**src/rtl/core/tmfq_pkg.sv**
```systemverilog
package tmfq_pkg;

  localparam int CoordWidth = 32;
  localparam int QuatWidth  = 16;
  // Squared norm of a quaternion, and magnitude bound of every rotation numerator
  localparam int NormWidth  = 2 * QuatWidth + 1;
  // Signed width of a rotation numerator before taking its magnitude
  localparam int NumWidth   = NormWidth + 2;
  localparam int ProdWidth  = 2 * QuatWidth;
  localparam int HalfWidth  = CoordWidth / 2;
  localparam int HighWidth  = CoordWidth - HalfWidth;
  localparam int AccWidth   = NormWidth + CoordWidth + 1;
  localparam int Lanes      = 9;
  localparam int Axes       = 3;

  typedef logic signed [CoordWidth-1:0] coord_t;
  typedef logic signed [QuatWidth-1:0]  quat_t;

  // One matrix entry on its way through the divider
  typedef struct packed {
    logic [NormWidth-1:0]  rem;
    logic [CoordWidth-1:0] lq;   // dividend bits shift out at the top, quotient bits in
    logic                  neg;
  } lane_t;

  typedef struct packed {
    logic                 valid;
    logic [NormWidth-1:0] norm;
    coord_t [Axes-1:0]    pos;
    lane_t [Lanes-1:0]    lane;
  } div_t;

endpackage

```
**src/rtl/core/tmfq_div_step.sv**
```systemverilog
module tmfq_div_step (
  input  logic           clk_i,
  input  logic           rst_ni,
  input  logic           adv_i,
  input  tmfq_pkg::div_t stage_i,
  output tmfq_pkg::div_t stage_o
);
  import tmfq_pkg::*;

  div_t                 stage_q, stage_d;
  logic                 valid_q;
  logic [NormWidth:0]   trial [Lanes];
  logic                 fits  [Lanes];

  // one restoring step per lane: bring down a bit, subtract if it fits
  always_comb begin
    stage_d = stage_i;
    for (int l = 0; l < Lanes; l++) begin
      trial[l] = {stage_i.lane[l].rem, stage_i.lane[l].lq[CoordWidth-1]};
      fits[l]  = trial[l] >= {1'b0, stage_i.norm};
      stage_d.lane[l].rem = fits[l] ? NormWidth'(trial[l] - {1'b0, stage_i.norm})
                                    : NormWidth'(trial[l]);
      stage_d.lane[l].lq  = {stage_i.lane[l].lq[CoordWidth-2:0], fits[l]};
    end
  end

  always_ff @(posedge clk_i) begin
    if (adv_i) begin
      stage_q <= stage_d;
    end
  end

  always_ff @(posedge clk_i or negedge rst_ni) begin
    if (!rst_ni) begin
      valid_q <= 1'b0;
    end else if (adv_i) begin
      valid_q <= stage_i.valid;
    end
  end

  always_comb begin
    stage_o       = stage_q;
    stage_o.valid = valid_q;
  end

endmodule
```
**config.mk**
```make
export PLATFORM = sky130hd
export DESIGN_NAME = tmfq_div_step
export DESIGN_NICKNAME = d
export VERILOG_FILES = /design/src/rtl/core/tmfq_pkg.sv /design/src/rtl/core/tmfq_div_step.sv
export SDC_FILE = /design/constraint.sdc
export NUM_CORES = 1
export LEC_CHECK = 0
export ABC_AREA = 0
export BUFFER_PORTS_ARGS = -buffer_cell sky130_fd_sc_hd__buf_2
export CAP_MARGIN = 20
export CORE_AREA = 5 5 568 570
export DETAILED_ROUTE_END_ITERATION = 12
export DIE_AREA = 0 0 573 575
export SYNTH_ARGS = -nofsm -noshare
export SYNTH_HDL_FRONTEND = slang
export SYNTH_SLANG_ARGS = --single-unit
```
**constraint.sdc**
```tcl
create_clock -name clk_i -period 0.9 [get_ports clk_i]
set_input_delay 0.09 -clock clk_i [delete_from_list [all_inputs] [get_ports clk_i]]
set_output_delay 0.09 -clock clk_i [all_outputs]
set_load 0.01 [all_outputs]
```
# Word-level counts from Yosys, hierarchy flattened
# Index checks and enable logic that the tools add are counted.
[classes]
n_mux = 9
addsub = 9
order_cmp = 9
[op_table]
columns = ["operator", "n"]
rows = [
  ["34-bit by 33-bit greater-or-equal comparator with 1-bit output", 9],
  ["33-bit two-way mux", 9],
  ["33-bit subtractor", 9],
]
[totals]
regBits = 724
output_inout_bits = 724
input_bits = 727
wordCells = 59

# Longest topological paths before layout
[logic_depth]
word_depth = 2
ltp_mapped = 16
depth_no_buf = 14

# Worst setup path after synthesis
# Ideal clock, no wire load.
[synth_timing]
path_type = "in2reg"
startpoint = "input port stage_i[691] (netlist bit)"
endpoint = "register stage_q, in the netlist stage_o[519] (data pin)"
path_buffers = 1
path_stages = 12
required_ps = 640
path_slack_ps = -2494
setup_ps = 260
arrival_time_ps = 3134
cell_sequence = "inv_1 -> fa_1 -> a21o_1 -> a21oi_2 -> nor2b_2 -> o41ai_4 -> o221ai_2 -> o21ai_4 -> a311oi_1 -> nor4_4 -> buf_6 -> mux2_2"
[synth_rtl]
columns = ["element", "line", "rtl"]
rows = [
  ["start, declared", "tmfq_div_step.sv:5", "input tmfq_pkg::div_t stage_i,"],
  ["end signal, assigned", "tmfq_div_step.sv:29", "stage_q <= stage_d;"],
  ["end, declared", "tmfq_div_step.sv:10", "div_t stage_q, stage_d;"],
]

==> implementation parameters <==
Parameter                              Value

Outcome
  Result of the run    complete, but fails checks
  Violations in the final reports    hold timing, setup timing

Die
  Effective utilization at floorplan    13.0%
  Floorplan die height    575 um
  Die W    573 um
  I/O pin total    1451
  Area of the core    317000 um^2
  Number of placement rows    207
  Die area    329000 um^2

Synth
  Fraction of registers with async set/reset    0.138%
  #FFs+latches synth    between 700 and 800
  Number of enable-type register cells in the synthesized netlist    723
  Most used flip-flop cell after synthesis    sky130_fd_sc_hd__edfxtp_1
  Avg Synthesized Cell Area    11.4 um^2
  Synthesized netlist cell count    3639
  Post-Syn Area    41300 um^2
  Number of synthesis warnings    0
  Nets in the synthesized netlist    roughly 4.7k
  Count of different cell masters after synthesis    95
  Proportion of synthesized chip area in sequential cells    between 50% and 60%

Timing
  Finish-stage setup viols    1257
  Final number of hold-violating endpoints    20
  Slew at the pin closest to its max-slew limit    0.575 ns
  Fmax    approximately 400 MHz
  Clock skew    0 ns
  Total Neg Setup Slack    -846.58 ns
  Worst hold slack    -0.351 ns
  Setup slack after layout    -1.62 ns
  Headroom to the max-slew limit    about 61%
  Max-slew violations    0
  Share of the clock period used by the worst path after layout    280%
  Setup repair after global routing missed its margin    true
  Tmin final    ~2.5 ns

Critical path
  Critical Setup Path Class    primary input to register
  Worst-path maximum fanout    13
  Type of origin of the critical path    primary input
  WP data required    between 1 and 1.5 ns
  Cell Chain, Critical Path    buf_2 -> dlygate4sd3_1 -> ha_1 -> a21o_1 -> a21oi_1 -> o21ai_0 -> a21oi_2 -> o21ai_4 -> a211oi_4 -> o21bai_4 -> buf_12 -> mux2_2
  Arrival time worst endpoint    between 3 and 4 ns
  FF-to-FF setup slack    around 0.12 ns
  Buffers and inverters on the worst path    3
  Maximum cell stage delay along the critical path    slightly below 0.6 ns
  Slowest library cell on the worst path    sky130_fd_sc_hd__dlygate4sd3_1
  Critical path endpoint category    register
  Top cell family by delay on the critical path    compound AO/OA/AOI/OAI gates

Pwr
  Reg power frac    34.2%
  Areal power density over the cells    about 1600 nW/um^2
  VDD IR-drop max    approximately 1.4 mV
  Overall power of the completed layout    129 mW
  Reported leakage power    35.5 nW
  Switching part of the total    33.4%
  Internal power    85.8 mW
  Combinational group share of total power    35.8%
  Switching power total    43.0 mW
  Portion of total power attributed to the clock network    30.0%

GRT
  Antenna violations before repair    around 170
  Via count of the first global-routing pass    46.9k
  Global-route usage over all layers    18.7%
  Global-route wire length before repair    419 mm
  Pin count of the biggest net entering global routing    36
  Global route overflow    0

Routing
  Via count normalized by instance count    3.99
  Length of the first detailed-routing pass in iterations    5
  DRC Markers    0
  Antenna Violating Nets Remaining    0
  Total vias in the final route    around 47k
  Wire length reported by the detailed router    roughly 330 mm
  Post-detailed-route wirelength per cell    around 28 um
  Detailed Route Iter0 Violations    2831

Finish
  Fraction of the core area covered by cells at the end of the flow    26.1%
  Layout cell share with drive strength beyond 1    46.6%
  Final standard cell count with taps included and fillers excluded    11.9k
  Net count, final    8513
  Fill cell total of the finished layout    33.2k
  Layout Area Growth over Synthesis    100%

Placement
  Placed cell count    between 10k and 15k
  HPWL after detailed placement    272 mm
  Weighted congestion at the end of routability-driven global placement    0.940
  Quantity of I/O buffers inserted on ports    1450
  Setup Slack @ Placement    -2.67 ns

Clock tree
  Clock latency reported for the late side of the worst-skew pair    0.78 ns
  CTS Root Cell    sky130_fd_sc_hd__clkbuf_16
  CTS clock-pin slew for the worst setup and hold paths    0.06 ns
  Htree depth    3
  Max Root-Sink Buffers    4
  TritonCTS clock tree    yes
  Number of buffers created by CTS    95
  Total clock sinks    about 720

Flow run
  Max-cap check violation count    0

Min path
  Worst hold-check path type    primary input to register
-- layout by cell type, fill, tap and decap left out, types with 54 or more instances in the layout --
| cell type | instances |
|---|---|
| sky130_fd_sc_hd__buf_2 | 1415 |
| sky130_fd_sc_hd__buf_4 | 1191 |
| sky130_fd_sc_hd__dlygate4sd3_1 | 1027 |
| sky130_fd_sc_hd__edfxtp_1 | 723 |
| sky130_fd_sc_hd__a21oi_1 | 279 |
| sky130_fd_sc_hd__nand2_1 | 268 |
| sky130_fd_sc_hd__ha_1 | 230 |
| sky130_fd_sc_hd__nor2_1 | 219 |
| sky130_fd_sc_hd__o21ai_0 | 190 |
| sky130_fd_sc_hd__a21o_1 | 163 |
| sky130_fd_sc_hd__buf_12 | 157 |
| sky130_fd_sc_hd__diode_2 | 140 |
| sky130_fd_sc_hd__xnor2_1 | 132 |
| sky130_fd_sc_hd__clkbuf_16 | 102 |
| sky130_fd_sc_hd__xor2_1 | 91 |
| sky130_fd_sc_hd__inv_1 | 79 |
| sky130_fd_sc_hd__nand3_1 | 73 |
| sky130_fd_sc_hd__ha_4 | 63 |
| sky130_fd_sc_hd__mux2_2 | 54 |
-- layout make-up --
class / count / area, um^2 / share of cell area [%]
Antenna cell: 140 / 350 / 0.423
Clock inverter: 62 / 572 / 0.691
Clock buffer: 107 / 2440 / 2.95
Timing Repair inverter: 2 / 25.0 / 0.0302
Sequential cell: 724 / 21700 / 26.3
Multi-Input combinational cell: 2680 / 21500 / 26.0
Timing Repair Buffer: 3856 / 30400 / 36.7
Inverter: 121 / 526 / 0.635
Tap cell: 4180 / 5230 / 6.32
-- synthesized netlist by cell type (all sizes together) (7+ instances only) --
master | instances | area, um^2
edfxtp | 723 | 21700
nand3b | 9 | 67.6
xor2 | 92 | 806
nor3 | 58 | 290
and4 | 8 | 70.1
buf | 38 | 236
nand2b | 37 | 231
a31oi | 31 | 224
nand3 | 90 | 450
fa | 9 | 180
a41oi | 9 | 86.3
a2111oi | 11 | 109
nor4 | 18 | 128
a311oi | 7 | 67.6
o21bai | 31 | 233
clkbuf | 76 | 287
a41o | 7 | 70.1
o211ai | 28 | 210
nor2b | 38 | 240
a21o | 165 | 1240
o21ai | 268 | 1370
or3 | 11 | 68.8
a21boi | 14 | 109
or2 | 10 | 62.6
mux2 | 93 | 1050
o31a | 8 | 70.1
nand4 | 40 | 250
o21a | 47 | 353
a21oi | 343 | 1720
nand2 | 281 | 1050
ha | 297 | 3720
inv | 121 | 457
and3 | 33 | 206
o31ai | 26 | 205
a31o | 13 | 114
mux2i | 10 | 100
a211oi | 33 | 253
xnor2 | 137 | 1200
nor2 | 246 | 923
and2 | 16 | 100
a211o | 11 | 96.3
a221oi | 7 | 67.6
-- per-stage QoR --
step | instance area [um^2] | hold slack, ns
after global routing | 82700 | -0.402
after CTS | 79900 | -0.479
final | 82800 | -0.351
after global placement | 64700 | -0.134
after detailed placement | 64700 | -0.124
after floorplan | 41400 | -0.206
-- timing repair --
item | 4_1_cts | 5_1_grt
setup endpoints to repair | 1030 | 1121
pin swaps | 127 | 176
hold buffers | 1023 | 73
endpoints found under the hold margin | 1405 | 126
resized for setup | 324 | 401
buffers inserted | 48 | 46
cloned | 7 | 7
-- power by group through the flow --
stage | combinational (mW) | clock, mW | sequential, mW
after detailed placement | 38.8 | 0 | 44.6
after global placement | 38.7 | 0 | 44.7
final | 46.1 | 38.6 | 44.0
after CTS | 44.5 | 39.6 | 44.1
after floorplan | 12.5 | 0 | 45.6
after global routing | 49.0 | 40.9 | 44.3
-- worst min-delay path, delay by kind of cell --
kind                   cells  cell delay [ns]
buffers and inverters      1             0.11
AO/OA/AOI/OAI              1             0.10
AND/OR/NAND/NOR            1             0.05
-- worst paths after layout --
check                               startpoint                     end  cells past startpoint
max                               stage_i[245]  stage_o[250]$_DFFE_PP_                     12
min                               stage_i[234]  stage_o[235]$_DFFE_PP_                      3
max reg2reg                valid_q$_DFFE_PN0P_     valid_q$_DFFE_PN0P_                      1
min reg2reg                valid_q$_DFFE_PN0P_     valid_q$_DFFE_PN0P_                      1
max in group asynchronous               rst_ni     valid_q$_DFFE_PN0P_                      3
min in group asynchronous               rst_ni     valid_q$_DFFE_PN0P_                      3
-- kinds of logic after synthesis --
group,count (synthesis),synth area share [%]
DFF,724,52.6
buffers and inverters,235,2.37
xor gates and xnor gates,229,4.85
AOI/OAI and AO/OA,1116,17.3
muxes,103,2.78
and+or+nand+nor,926,10.7
adders and majority gates,306,9.43
-- registers in the layout (all words and copies together) (netlist names) --
register	flops
stage_o	723
valid_q	1
-- metal layers --
metal  track usage [%]  routed length [um]
met3              4.09               20100
met4              13.2               28700
met5                 0                 215
met2              33.8              165000
met1              19.2              114000
(Power assumes the default switching activity.)
